--- src/rtl/itra_pkg.sv ---
package itra_pkg;

  // Width of the signed value to convert.
  localparam int VALUE_BITS = 32;

  // Digit counter holds 0..VALUE_BITS; the digit store index holds 0..VALUE_BITS-1.
  localparam int COUNT_W = $clog2(VALUE_BITS + 1);
  localparam int ADDR_W  = $clog2(VALUE_BITS);

  // The divider retires DIV_STEP quotient bits per clock cycle while it steps.
  localparam int DIV_STEP   = 8;
  localparam int DIV_CYCLES = (VALUE_BITS + DIV_STEP - 1) / DIV_STEP;
  localparam int DIV_BITS   = DIV_CYCLES * DIV_STEP;
  localparam int STEP_W     = (DIV_CYCLES > 1) ? $clog2(DIV_CYCLES) : 1;

  // Radix and digit encoding.
  localparam int BASE_W    = 6;
  localparam int DIGIT_W   = 6;
  localparam int CHAR_W    = 8;
  localparam logic [BASE_W-1:0] RADIX_MIN     = 6'd2;
  localparam logic [BASE_W-1:0] RADIX_MAX     = 6'd36;
  localparam logic [BASE_W-1:0] RADIX_DEFAULT = 6'd10;
  localparam logic [CHAR_W-1:0] MINUS_CHAR    = 8'h2D;
  localparam logic [CHAR_W-1:0] CHAR_ZERO     = 8'h30;
  // 'a' minus ten, so that digit ten maps to 'a'.
  localparam logic [CHAR_W-1:0] CHAR_ALPHA    = 8'h57;
  localparam logic [DIGIT_W-1:0] DECIMAL_DIGITS = 6'd10;

  // Commands from the controller to the datapath.
  typedef struct packed {
    logic load;        // capture a new request
    logic step;        // one divider iteration
    logic store;       // write the remainder digit and count it
    logic emit_sign;   // present the minus sign
    logic read;        // fetch the next digit from the store
    logic emit_digit;  // present the fetched digit
  } itra_cmd_t;

  // Status from the datapath to the controller.
  typedef struct packed {
    logic negative;    // the request value is negative
    logic q_zero;      // quotient left after this digit is zero
    logic count_full;  // this digit is the last that fits the store
    logic count_one;   // one digit left to emit
  } itra_status_t;

  // Digit value to its lowercase ASCII character.
  function automatic logic [CHAR_W-1:0] digit_char(input logic [DIGIT_W-1:0] d);
    logic [CHAR_W-1:0] ext;
    ext = CHAR_W'(d);
    if (d < DECIMAL_DIGITS) begin
      digit_char = CHAR_ZERO + ext;
    end else begin
      digit_char = CHAR_ALPHA + ext;
    end
  endfunction

endpackage

--- src/rtl/itra_ram.sv ---
module itra_ram #(
  parameter int WIDTH = 8,
  parameter int DEPTH = 32
) (
  input  logic                     clk,
  input  logic                     we,
  input  logic [$clog2(DEPTH)-1:0] waddr,
  input  logic [WIDTH-1:0]         wdata,
  input  logic [$clog2(DEPTH)-1:0] raddr,
  output logic [WIDTH-1:0]         rdata
);

  logic [WIDTH-1:0] mem [DEPTH];

  // One write port and one registered read port.
  always_ff @(posedge clk) begin
    if (we) begin
      mem[waddr] <= wdata;
    end
    rdata <= mem[raddr];
  end

endmodule

--- src/rtl/itra_ctrl.sv ---
module itra_ctrl (
  input  logic                   clk,
  input  logic                   rst,
  input  logic                   start,
  output logic                   busy,
  input  itra_pkg::itra_status_t status,
  output itra_pkg::itra_cmd_t    cmd
);
  import itra_pkg::*;

  localparam logic [2:0] S_IDLE  = 3'd0;
  localparam logic [2:0] S_DIV   = 3'd1;
  localparam logic [2:0] S_STORE = 3'd2;
  localparam logic [2:0] S_SIGN  = 3'd3;
  localparam logic [2:0] S_READ  = 3'd4;
  localparam logic [2:0] S_EMIT  = 3'd5;

  logic [2:0]        state;
  logic [2:0]        state_next;
  logic [STEP_W-1:0] step_cnt;
  logic [STEP_W-1:0] step_cnt_next;
  logic              div_last;

  assign div_last = (step_cnt == STEP_W'(DIV_CYCLES - 1));
  assign busy     = (state != S_IDLE);

  // Next state and commands.
  always_comb begin
    state_next    = state;
    step_cnt_next = step_cnt;
    cmd           = '0;
    unique case (state)
      S_IDLE: begin
        if (start) begin
          cmd.load      = 1'b1;
          step_cnt_next = '0;
          state_next    = S_DIV;
        end
      end
      S_DIV: begin
        cmd.step      = 1'b1;
        step_cnt_next = step_cnt + 1'b1;
        if (div_last) begin
          state_next = S_STORE;
        end
      end
      S_STORE: begin
        cmd.store     = 1'b1;
        step_cnt_next = '0;
        if (status.q_zero || status.count_full) begin
          state_next = status.negative ? S_SIGN : S_READ;
        end else begin
          state_next = S_DIV;
        end
      end
      S_SIGN: begin
        cmd.emit_sign = 1'b1;
        state_next    = S_READ;
      end
      S_READ: begin
        cmd.read   = 1'b1;
        state_next = S_EMIT;
      end
      S_EMIT: begin
        cmd.emit_digit = 1'b1;
        state_next     = status.count_one ? S_IDLE : S_READ;
      end
      default: begin
        state_next = S_IDLE;
      end
    endcase
  end

  // State registers.
  always_ff @(posedge clk) begin
    if (rst) begin
      state    <= S_IDLE;
      step_cnt <= '0;
    end else begin
      state    <= state_next;
      step_cnt <= step_cnt_next;
    end
  end

  // A digit is stored only after a full division pass.
  a_store_after_div: assert property (@(posedge clk) disable iff (rst)
    (state == S_STORE) |-> ($past(state) == S_DIV))
    else $error("digit stored without a preceding division");

  // Every emitted digit was fetched in the cycle before.
  a_emit_after_read: assert property (@(posedge clk) disable iff (rst)
    (state == S_EMIT) |-> ($past(state) == S_READ))
    else $error("digit emitted without a store read");

endmodule

--- src/rtl/itra_dp.sv ---
module itra_dp (
  input  logic                              clk,
  input  logic                              rst,
  input  logic [itra_pkg::VALUE_BITS-1:0]   value,
  input  logic [itra_pkg::BASE_W-1:0]       base,
  input  itra_pkg::itra_cmd_t               cmd,
  output itra_pkg::itra_status_t            status,
  output logic                              strobe,
  output logic [itra_pkg::CHAR_W-1:0]       character,
  output logic                              last
);
  import itra_pkg::*;

  logic [BASE_W-1:0]     radix;
  logic                  negative;
  logic [DIV_BITS-1:0]   quot;
  logic [DIGIT_W-1:0]    rem;
  logic [COUNT_W-1:0]    count;
  logic [DIV_BITS-1:0]   quot_next;
  logic [DIGIT_W-1:0]    rem_next;
  logic [VALUE_BITS-1:0] magnitude;
  logic                  base_ok;
  logic [DIGIT_W-1:0]    rd_digit;
  logic [ADDR_W-1:0]     rd_addr;
  logic [COUNT_W-1:0]    count_dec;

  // Radix selection and magnitude of the request value.
  assign base_ok   = (base >= RADIX_MIN) && (base <= RADIX_MAX);
  assign magnitude = value[VALUE_BITS-1] ? (~value + 1'b1) : value;

  // Restoring division by the radix, DIV_STEP quotient bits per cycle while cmd.step is high.
  always_comb begin
    logic [DIGIT_W:0] part;
    logic [DIGIT_W:0] div_ext;
    quot_next = quot;
    rem_next  = rem;
    div_ext   = {1'b0, radix};
    for (int i = 0; i < DIV_STEP; i++) begin
      part      = {rem_next, quot_next[DIV_BITS-1]};
      quot_next = {quot_next[DIV_BITS-2:0], 1'b0};
      if (part >= div_ext) begin
        rem_next     = DIGIT_W'(part - div_ext);
        quot_next[0] = 1'b1;
      end else begin
        rem_next = part[DIGIT_W-1:0];
      end
    end
  end

  // Status for the controller.
  assign status.negative   = negative;
  assign status.q_zero     = (quot == '0);
  assign status.count_full = (count == COUNT_W'(VALUE_BITS - 1));
  assign status.count_one  = (count == COUNT_W'(1));

  assign count_dec = count - 1'b1;
  assign rd_addr   = count_dec[ADDR_W-1:0];

  // Digit store, least significant digit first.
  itra_ram #(
    .WIDTH (DIGIT_W),
    .DEPTH (VALUE_BITS)
  ) u_store (
    .clk   (clk),
    .we    (cmd.store),
    .waddr (count[ADDR_W-1:0]),
    .wdata (rem),
    .raddr (rd_addr),
    .rdata (rd_digit)
  );

  // Conversion registers.
  always_ff @(posedge clk) begin
    if (rst) begin
      count    <= '0;
      quot     <= '0;
      negative <= 1'b0;
    end else begin
      if (cmd.load) begin
        radix    <= base_ok ? base : RADIX_DEFAULT;
        negative <= value[VALUE_BITS-1];
        quot     <= DIV_BITS'(magnitude);
        rem      <= '0;
        count    <= '0;
      end
      if (cmd.step) begin
        quot <= quot_next;
        rem  <= rem_next;
      end
      if (cmd.store) begin
        count <= count + 1'b1;
        rem   <= '0;
      end
      if (cmd.emit_digit) begin
        count <= count_dec;
      end
    end
  end

  // Result strobe.
  always_ff @(posedge clk) begin
    if (rst) begin
      strobe <= 1'b0;
    end else begin
      strobe <= cmd.emit_sign || cmd.emit_digit;
    end
  end

  // Result payload.
  always_ff @(posedge clk) begin
    if (cmd.emit_sign) begin
      character <= MINUS_CHAR;
      last      <= 1'b0;
    end else if (cmd.emit_digit) begin
      character <= digit_char(rd_digit);
      last      <= status.count_one;
    end
  end

  // The store never overflows.
  a_store_in_range: assert property (@(posedge clk) disable iff (rst)
    cmd.store |-> (count < COUNT_W'(VALUE_BITS)))
    else $error("digit store written beyond its depth");

  // A digit is never read from an empty store.
  a_read_nonempty: assert property (@(posedge clk) disable iff (rst)
    (cmd.read || cmd.emit_digit) |-> (count != '0))
    else $error("digit read with no digits held");

endmodule

--- src/rtl/int_to_radix_ascii_top.sv ---
// Signed integer to ASCII text. A request (start high while busy is low) takes a
// VALUE_BITS-bit two's complement value and a radix; a radix outside 2..36 means 10.
// The text comes out most significant character first, with '-' ahead of a negative
// value, one character per strobe, and last marks the final character. Results are
// not held: each is on character/last for exactly the one cycle that strobe is high,
// so the receiver must take it then. For each digit the shared divider first runs its
// division steps, retiring eight quotient bits a cycle while it steps, and the store
// is then written with the digit. After the last digit the '-' is presented if the
// value is negative, and then each digit is read from the store and output. The last
// strobe comes in the first cycle that busy is low again; the longest text is the 32
// binary digits of a negative value, after its '-'.
module int_to_radix_ascii_top (
  input  logic                            clk,
  input  logic                            rst,
  input  logic                            start,
  output logic                            busy,
  input  logic [itra_pkg::VALUE_BITS-1:0] value,
  input  logic [itra_pkg::BASE_W-1:0]     base,
  output logic                            strobe,
  output logic [itra_pkg::CHAR_W-1:0]     character,
  output logic                            last
);
  import itra_pkg::*;

  itra_cmd_t    cmd;
  itra_status_t status;
  logic         req;

  assign req = start && !busy;

  // Sequencer.
  itra_ctrl u_ctrl (
    .clk    (clk),
    .rst    (rst),
    .start  (start),
    .busy   (busy),
    .status (status),
    .cmd    (cmd)
  );

  // Divider, digit store and output registers.
  itra_dp u_dp (
    .clk       (clk),
    .rst       (rst),
    .value     (value),
    .base      (base),
    .cmd       (cmd),
    .status    (status),
    .strobe    (strobe),
    .character (character),
    .last      (last)
  );

  // A result only ever follows a busy cycle.
  a_strobe_after_busy: assert property (@(posedge clk) disable iff (rst)
    strobe |-> $past(busy))
    else $error("result strobe without a conversion in progress");

  // The final character closes the text: no result follows straight after it.
  a_last_closes: assert property (@(posedge clk) disable iff (rst)
    (strobe && last) |=> !strobe)
    else $error("result strobe right after the final character");

  // A request is taken only into an idle block and makes it busy.
  a_req_busy: assert property (@(posedge clk) disable iff (rst)
    req |=> busy)
    else $error("request accepted but block not busy");

endmodule

--- config.mk ---
export PLATFORM = sky130hd
export DESIGN_NAME = int_to_radix_ascii_top
export DESIGN_NICKNAME = d
export VERILOG_FILES = /design/src/rtl/itra_pkg.sv /design/src/rtl/itra_ram.sv /design/src/rtl/itra_ctrl.sv /design/src/rtl/itra_dp.sv /design/src/rtl/int_to_radix_ascii_top.sv
export SDC_FILE = /design/constraint.sdc
export NUM_CORES = 1
export LEC_CHECK = 0
export ABC_AREA = 1
export BUFFER_PORTS_ARGS = -buffer_cell sky130_fd_sc_hd__buf_4
export CAP_MARGIN = 10
export CORE_MARGIN = 2
export CORE_UTILIZATION = 49
export DETAILED_ROUTE_END_ITERATION = 8
export PLACE_DENSITY = 0.65
export SLEW_MARGIN = 20
export SYNTH_ARGS = -nofsm -noshare
export SYNTH_HDL_FRONTEND = slang
export SYNTH_SLANG_ARGS = --single-unit
export TNS_END_PERCENT = 20
--- constraint.sdc ---
create_clock -name clk -period 26.2 [get_ports clk]
set_input_delay 5.24 -clock clk [delete_from_list [all_inputs] [get_ports clk]]
set_output_delay 5.24 -clock clk [all_outputs]
set_load 0.05 [all_outputs]
==> impl_metrics.py, run 1 <==
metrics = {
    "logic_synthesis": {
        "synthFlopType": "edfxtp_1",
        "synth_cell_type_count": 54,
        "yosys_warnings": 0,
        "mappedNetlistNets": 1657,
        "synth_area_per_cell_um2": 9.27,
        "synth_seq_cells": 264,
        "synth_edf_count": 204,
        "ys_seq_area_frac": 0.510,
        "synth_largest_area_cell": "edfxtp_1",
        "synthesis.instances": 1549,
        "synth_top_cells_by_area": "edfxtp_1 43%, dfxtp_1 8.4%, nand2_1 6.3%",
        "synth_async_sr_flop_share": 0,
        "post_synth_instance_area_um2": 14400,
        "synth_top_cell_area_share": 0.427,
    },
    "timing": {
        "fin_crit_share": 0.539,
        "setup-violations-final": 0,
        "timing.slew.headroom": 0.296,
        "finalMaxSlewViolations": 0,
        "finClkSkew_ns": 0.0238,
        "tightest_slew_ns": 1.06,
        "finalHoldWorstSlack_ns": 0.453,
        "setup-tns-final_ns": 0,
        "finalWorstPathRequiredPeriod_ns": 14.11,
        "finalHoldViolCount": 0,
        "fmax_mhz": 70.9,
        "setup_repair_after_global_routing_missed_its_margin": "false",
    },
    "layout": {
        "post_layout_nonfiller_instances": 1989,
        "layout-area-overhead-vs-synth_pct": 11.3,
        "post_route_cells_drive_above_1_share": 0.0978,
        "n_antenna_cell": 0,
        "final_nets": 1691,
        "filler_cell_count": 2587,
        "stdcell_area_um2": 16000,
    },
    "global_routing": {
        "grt_pass1_wl_um": 55000,
        "grt_antenna_before_repair": 0,
        "global_route.usage.total": 0.222,
        "largest_net_degree_at_the_start_of_global_routing": 95,
        "global_route.overflow_total": 0,
        "grt_pass1_vias": 10562,
    },
    "floorplan": {
        "placement_rows": 62,
        "initial_core_util": 0.499,
        "die-area_um2": 30700,
        "horiz_die_dim_um": 175,
        "floorplan.io_pins": 52,
        "floorplan.core_area_um2": 28800,
        "dieHeight_um": 175,
    },
    "clocking": {
        "cts_sinks": 264,
        "postCtsSetupRepairBufs": 0,
        "cts_hold_buf": 0,
        "tritoncts": "done",
        "clock_tree.root_cell": "clkbuf_16",
        "insertion_delay_ns": 0.55,
        "cts_made_buffers": 28,
        "clk_transition_reported_paths_ns": 0.06,
        "cts.repair.resized": 0,
        "ctsLongestPathBuffers": 3,
        "htree_num_levels": 1,
    },
    "route": {
        "drcViolationCount": 0,
        "drt.antenna.violating_nets": 0,
        "drt-vias-per-instance": 5.55,
        "post_drt_wl_per_cell_um": 17.1,
        "drt_first_iter_violations": 981,
        "drt_pre_antenna_iters": 5,
        "routed_wirelength_um": 34100,
        "total_via_count_after_detailed_routing": 11032,
    },
    "placed_design": {
        "dpl.hpwl_um": 23300,
        "postPlaceCellArea_um2": 15100,
        "final_replace_weighted_congestion": 0.890,
        "port-buffer-count": 51,
        "dp_cells": 1936,
    },
    "setup_path": {
        "startpoint_type": "register",
        "worst-setup-path-type": "register to register",
        "worstPathMaxFanout": 34,
        "critical_path.endpoint_type": "register",
        "critPathRequiredTime_ns": 26.48,
        "max_stage_delay_ns": 1.04,
        "arrival_ns": 14.39,
        "critical_path.slowest_cell": "edfxtp_1",
    },
    "min_path": {
        "hold_path_class": "register to register",
    },
    "flow_run": {
        "max_capacitance_violation_total": 0,
    },
    "status": {
        "outcome": "complete, no violations",
    },
}
==> path summary, 6_finish.rpt <==
check / slack [ns] / cells past startpoint / endpoint / startpoint
hold / removal: 0.45 / 2 / u_dp.character[1] / u_dp.character[1]
setup reg to reg: 12.09 / 81 / u_dp.rem[2] / u_dp.rem[1]
setup / recovery: 12.09 / 81 / u_dp.rem[2] / u_dp.rem[1]
hold reg to reg: 0.45 / 2 / u_dp.character[1] / u_dp.character[1]
==> state kept, by name (all words and copies together) (netlist names) <==
| register | cells |
|---|---|
| u_dp.radix | 6 |
| u_dp.quot | 32 |
| u_ctrl.state | 3 |
| u_ctrl.step_cnt | 2 |
| u_dp.count | 6 |
| u_dp.character | 8 |
| u_dp.negative | 1 |
| u_dp.last | 1 |
| u_dp.u_store.mem | 192 |
| u_dp.rem | 6 |
| u_dp.u_store.rdata | 6 |
| u_dp.strobe | 1 |
==> cells in the final DEF (no fill, tap or decap), drive strengths merged, types with 34 or more instances in the layout <==
| cell type | n |
|---|---|
| edfxtp | 204 |
| nand3 | 80 |
| inv | 156 |
| dfxtp | 60 |
| nor2 | 236 |
| buf | 63 |
| o21ai | 123 |
| clkbuf | 42 |
| a21oi | 61 |
| nand2 | 250 |
| a31oi | 34 |
| ha | 59 |
==> kinds of logic after synthesis <==
family	count (synthesis)	share of synthesized area
mux	19	0.0132
simple gates	620	0.191
fa+ha+maj	67	0.0626
buf+inv	219	0.0589
compound gates	317	0.138
flops	264	0.510
xor+xnor	43	0.0262
==> cells in the mapped netlist (2+ instances only) <==
cell	number
o221ai_1	19
inv_1	152
clkinv_1	5
nand2_1	241
xor2_1	26
ha_1	59
edfxtp_1	204
a41oi_1	2
nor2_2	5
a31oi_1	34
o21bai_1	5
o21ai_0	119
nand2_2	7
nor3_1	17
a21oi_1	59
nand3_2	7
inv_2	3
dfxtp_1	60
o211ai_1	24
o22ai_1	3
o21ai_2	3
xnor2_1	17
a32o_1	2
nand3_1	67
nand3_4	6
clkbuf_1	51
nand2_4	2
buf_6	3
or2_2	7
nor2_1	226
nor2_4	5
nor4_1	11
fa_1	8
buf_1	4
nand4_1	13
a221oi_1	4
o32ai_1	29
mux2i_1	19
nand3b_1	4
o21a_1	3
==> worst max-delay path, delay by kind of cell (launching register included) <==
family / cells / cell delay, ns
AOI/OAI and AO/OA: 29 / 5.99
adders and majority gates: 8 / 2.63
buffers and inverters: 14 / 1.01
DFF: 1 / 1.04
and+or+nand+nor: 30 / 3.17
==> through the flow <==
stage,setup slack (ns),utilization
3_3_place_gp,12.84,0.523
4_1_cts,12.23,0.554
6_report,12.09,0.555
3_5_place_dp,12.34,0.523
5_1_grt,10.53,0.555
2_1_floorplan,14.06,-
==> layout make-up <==
type / count / area [µm²] / area share
repair buffers: 63 / 480 / 0.0301
flip-flops and latches: 264 / 7330 / 0.459
multi-input cells: 1066 / 6190 / 0.387
inverters: 160 / 601 / 0.0376
well taps: 384 / 480 / 0.0301
clock inverters: 10 / 86.3 / 0.00541
clock buffers: 42 / 803 / 0.0503
==> per-layer routing <==
metal / GRT usage / share of wire
met1: 0.298 / 0.44
met2: 0.382 / 0.49
met3: 0.0279 / 0.046
met4: 0.0528 / 0.019
met5: 0 / 0
Power of run 1 is not shown: default switching activity piles up to over one toggle a cycle in this logic, so the estimate is an artifact.
==> inputs of run 2 (changes only) <==
- clock period: 26.2 -> 14.1 ns (I/O delays scaled with it)
==> run 2 against run 1 <==
Net effect: global-route usage is 1.0 points higher; highest routed layer unchanged; sequential share of layout area is 0.56 points lower; setup slack worse by 11 ns; maximum frequency is 11% higher.
==> impl_metrics.py, run 2 (synthesized netlist as in run 1, its figures left out) <==
metrics = {
    "timing": {
        "fmax_mhz": 78.4,
        "tightest_slew_ns": 0.973,
        "finalMaxSlewViolations": 0,
        "finalWorstPathRequiredPeriod_ns": 12.75,
        "setup-violations-final": 0,
        "finClkSkew_ns": 0.0290,
        "setup_repair_after_global_routing_missed_its_margin": "false",
        "fin_crit_share": 0.904,
        "fin_worst_setup_slack_ns": 1.35,
        "setup-tns-final_ns": 0,
        "timing.slew.headroom": 0.347,
        "finalHoldViolCount": 0,
    },
    "setup_path": {
        "r2r-end": "u_dp.rem[2]",
        "r2r-start": "u_dp.radix[0]",
        "max_stage_delay_ns": 0.59,
        "worst-setup-path-type": "register to register",
        "reg2regPathDepth": 81,
        "critical_path.endpoint_type": "register",
        "startpoint_type": "register",
        "arrival_ns": 13.04,
        "critical_path.slowest_cell": "edfxtp_1",
        "critPathRequiredTime_ns": 14.39,
        "worstPathMaxFanout": 11,
        "r2r_setup_slack_ns": 1.35,
    },
    "global_routing": {
        "global_route.usage.total": 0.232,
        "global_route.overflow_total": 0,
        "grt_pass1_vias": 10861,
        "grt_pass1_wl_um": 57100,
        "grt_antenna_before_repair": 0,
        "largest_net_degree_at_the_start_of_global_routing": 80,
    },
    "min_path": {
        "min_to": "u_dp.character[3]",
        "hold_path_class": "register to register",
        "whs_path_depth": 2,
        "hold_path_startpoint": "u_dp.character[3]",
    },
    "layout": {
        "multi_input_comb_area_um2": 6220,
        "filler_cell_count": 2542,
        "final_nets": 1701,
        "n_antenna_cell": 0,
        "largest_register_ffs": 192,
        "largest_registers": "u_dp.u_store.mem: 192 flops, u_dp.quot: 32 flops, u_dp.character: 8 flops",
        "post_route_cells_drive_above_1_share": 0.110,
        "regMostFlops": "u_dp.u_store.mem",
        "mostFrequentLayoutCells": "241 x nand2_1, 225 x nor2_1, 204 x edfxtp_1",
        "ff_latch_area_um2": 7330,
        "layout-area-overhead-vs-synth_pct": 12.6,
        "commonest_non_fill_non_tap_cell_in_the_layout": "nand2_1",
    },
    "clocking": {
        "clk_transition_reported_paths_ns": 0.06,
        "tritoncts": "done",
        "clock_tree.root_cell": "clkbuf_16",
        "cts_made_buffers": 28,
        "ctsLongestPathBuffers": 3,
        "htree_num_levels": 1,
        "insertion_delay_ns": 0.56,
        "cts_sinks": 264,
    },
    "floorplan": {
        "dieHeight_um": 175,
        "placement_rows": 62,
        "initial_core_util": 0.499,
        "floorplan.io_pins": 52,
        "floorplan.core_area_um2": 28800,
        "horiz_die_dim_um": 175,
        "die-area_um2": 30700,
    },
    "placed_design": {
        "dpl.hpwl_um": 24000,
        "port-buffer-count": 51,
        "place_ws_ns": 0.685,
        "final_replace_weighted_congestion": 0.918,
    },
    "route": {
        "drcViolationCount": 0,
        "total_via_count_after_detailed_routing": 11173,
        "drt.antenna.violating_nets": 0,
        "drt-vias-per-instance": 5.59,
        "drt_first_iter_violations": 983,
        "drt_pre_antenna_iters": 5,
        "post_drt_wl_per_cell_um": 17.8,
        "routed_wirelength_um": 35600,
    },
    "flow_run": {
        "max_capacitance_violation_total": 0,
    },
    "status": {
        "outcome": "complete, no violations",
    },
}
[run 2: worst max-delay path by stage]
stage | from | end | slack (ns) | cells after the start
2_1_floorplan | u_dp.radix[1] | u_dp.rem[2] | 1.96 | 82
3_3_place_gp | u_dp.radix[1] | u_dp.rem[2] | 1.06 | 80
3_5_place_dp | u_dp.radix[1] | u_dp.rem[2] | 0.68 | 80
4_1_cts | u_dp.radix[1] | u_dp.rem[2] | 0.61 | 80
5_1_grt | u_dp.radix[2] | u_dp.rem[4] | 0.13 | 89
6_report | u_dp.radix[0] | u_dp.rem[2] | 1.35 | 81
[run 2: cell type report]
cell class,count,share of cell area
clock inverters,15,0.0128
clock buffers,36,0.0480
well taps,384,0.0297
multi-input cells,1066,0.385
inverters,160,0.0371
flip-flops and latches,264,0.453
repair buffers,73,0.0339
[run 2: metal layers]
metal / vias to the layer above / GRT usage / wire length (µm)
met5: - / 0 / 0
met1: 5345 / 0.306 / 15500
li1: 5500 / - / -
met3: 62 / 0.0248 / 1550
met4: 0 / 0.0590 / 898
met2: 266 / 0.408 / 17600
[run 2: critical path: cells and delay by family (launching register included)]
kind | cells | cell delay (ns)
AO/OA/AOI/OAI | 28 | 5.01
buffers and inverters | 13 | 0.88
AND/OR/NAND/NOR | 31 | 3.11
flip-flops | 1 | 0.59
adder cells (fa/ha/maj) | 9 | 2.86
[run 2: through the flow]
step | hold WS (ns) | instances | area [µm²] | utilization
floorplan | 0.443 | 1549 | 14400 | -
global placement | 0.443 | 1942 | 15100 | 0.525
detailed placement | 0.449 | 1942 | 15100 | 0.525
CTS | 0.465 | 1993 | 16100 | 0.559
global route | 0.503 | 1998 | 16200 | 0.562
finish | 0.467 | 1998 | 16200 | 0.562
[run 2: repair_timing]
| action | CTS | global route |
|---|---|---|
| hold buffers | 0 | 0 |
| resized for setup | 0 | 11 |
| setup buffers | 0 | 5 |
| endpoints found under the setup margin | 0 | 7 |
Power of run 2 is left out for the same reason.
==> inputs of run 3 (changes only) <==
- clock period: 14.1 -> 13.3 ns (I/O delays scaled with it)
==> run 3 against run 2 <==
Net effect: global-route usage is 0.16 points higher; via count is 0.19% higher; flip-flop and latch count stayed put; critical path type unchanged; largest cell class unchanged.
==> impl_metrics.py, run 3 (synthesized netlist as in run 1, its figures left out) <==
metrics = {
    "placed_design": {
        "postPlaceCellArea_um2": 15200,
        "final_replace_weighted_congestion": 0.884,
        "dpl.hpwl_um": 24300,
        "port-buffer-count": 51,
    },
    "layout": {
        "final_nets": 1709,
        "mostFrequentLayoutCells": "239 x nand2_1, 224 x nor2_1, 204 x edfxtp_1",
        "commonest_non_fill_non_tap_cell_in_the_layout": "nand2_1",
        "n_antenna_cell": 0,
        "largest_registers": "u_dp.u_store.mem: 192 flops, u_dp.quot: 32 flops, u_dp.character: 8 flops",
        "stdcell_area_um2": 16300,
        "largest_register_ffs": 192,
        "post_route_cells_drive_above_1_share": 0.118,
        "layout-area-overhead-vs-synth_pct": 13.2,
        "regMostFlops": "u_dp.u_store.mem",
    },
    "floorplan": {
        "placement_rows": 62,
        "dieHeight_um": 175,
        "initial_core_util": 0.499,
        "floorplan.io_pins": 52,
        "die-area_um2": 30700,
        "floorplan.core_area_um2": 28800,
        "horiz_die_dim_um": 175,
    },
    "clocking": {
        "ctsLongestPathBuffers": 3,
        "cts_made_buffers": 28,
        "cts_sinks": 264,
        "cts_hold_buf": 0,
        "clk_transition_reported_paths_ns": 0.06,
        "tritoncts": "done",
        "insertion_delay_ns": 0.55,
        "htree_num_levels": 1,
        "clock_tree.root_cell": "clkbuf_16",
    },
    "setup_path": {
        "arrival_ns": 12.70,
        "r2r-end": "u_dp.rem[4]",
        "r2r_setup_slack_ns": 0.90,
        "critPathRequiredTime_ns": 13.59,
        "reg2regPathDepth": 83,
        "startpoint_type": "register",
        "worstPathMaxFanout": 11,
        "max_stage_delay_ns": 0.46,
        "worst-setup-path-type": "register to register",
        "start_point_of_the_critical_path": "u_dp.quot[31]",
        "r2r-start": "u_dp.quot[31]",
        "critical_path.slowest_cell": "dfxtp_1",
        "worstSetupEndpoint": "u_dp.rem[4]",
        "critical_path.endpoint_type": "register",
    },
    "route": {
        "drcViolationCount": 0,
        "routed_wirelength_um": 36000,
        "drt-vias-per-instance": 5.58,
        "total_via_count_after_detailed_routing": 11194,
        "drt_first_iter_violations": 1061,
        "drt.antenna.violating_nets": 0,
        "post_drt_wl_per_cell_um": 17.9,
        "drt_pre_antenna_iters": 7,
    },
    "global_routing": {
        "global_route.overflow_total": 0,
        "use_met1": 0.310,
        "grt_busiest_layer": "met2",
        "grt.met2_usage": 0.402,
        "grt_pass1_vias": 10815,
        "global_route.usage.total": 0.234,
        "largest_net_degree_at_the_start_of_global_routing": 77,
        "grtUsageMet3": 0.0302,
        "grt_pass1_wl_um": 57100,
        "grt_antenna_before_repair": 0,
    },
    "timing": {
        "tightest_slew_ns": 0.899,
        "fmax_mhz": 80.6,
        "finClkSkew_ns": 0.0313,
        "setup-violations-final": 0,
        "fin_crit_share": 0.932,
        "finalMaxSlewViolations": 0,
        "finalHoldViolCount": 0,
        "finalWorstPathRequiredPeriod_ns": 12.40,
        "timing.slew.headroom": 0.396,
    },
    "flow_run": {
        "max_capacitance_violation_total": 0,
    },
    "status": {
        "outcome": "complete, no violations",
    },
    "min_path": {
        "hold_path_class": "register to register",
    },
}
==> run 3: cell count changes in the layout (fill, tap and decap cells not counted), moves of 3 or more <==
cell and delta:
ha_4 +3, buf_4 +8, ha_1 -5, clkinv_1 +8, clkinv_2 -6
==> run 3: timing repair <==
item	CTS	global route
resized for setup	0	27
setup buffers	0	8
setup endpoints to repair	0	7
==> run 3: final cells by class <==
class | count | area, µm²
fillers | 2508 | 12500
flip-flops and latches | 264 | 7330
multi-input cells | 1066 | 6310
clock buffers | 35 | 757
repair buffers | 81 | 608
inverters | 160 | 601
well taps | 384 | 480
clock inverters | 17 | 170
==> run 3: how the worst min path moves through the flow <==
stage	depth (start not counted)	startpoint	slack [ns]	endpoint
after floorplan	2	u_ctrl.step_cnt[1]	0.44	u_ctrl.step_cnt[1]
after global placement	2	u_dp.character[4]	0.45	u_dp.character[4]
after detailed placement	2	u_dp.character[4]	0.45	u_dp.character[4]
after CTS	2	u_dp.character[4]	0.46	u_dp.character[4]
after global routing	2	u_dp.character[4]	0.48	u_dp.character[4]
final	2	u_dp.character[4]	0.46	u_dp.character[4]
==> run 3: stage by stage <==
stage	hold slack [ns]	setup WS (ns)	cells	util	TNS [ns]
3_3_place_gp	0.447	0.644	1947	0.526	0
3_5_place_dp	0.447	0.272	1947	0.526	0
2_1_floorplan	0.443	1.16	1549	-	0
5_1_grt	0.481	-0.134	2007	0.565	-0.504
6_report	0.456	0.900	2007	0.565	0
4_1_cts	0.458	0.225	1999	0.559	0
==> run 3: routing by layer <==
metal  part of all wire  wire length, µm
met2               0.49            17700
met5                  0                0
met4              0.023              845
met1               0.43            15500
met3              0.053             1900
==> run 3: worst max-delay path, delay by kind of cell (launching register included) <==
family,cells,cell delay (ns)
AND/OR/NAND/NOR,34,3.37
flip-flops,1,0.46
buffers and inverters,14,1.16
AO/OA/AOI/OAI,27,4.69
adder cells (fa/ha/maj),8,2.44
Power of run 3 is left out for the same reason.
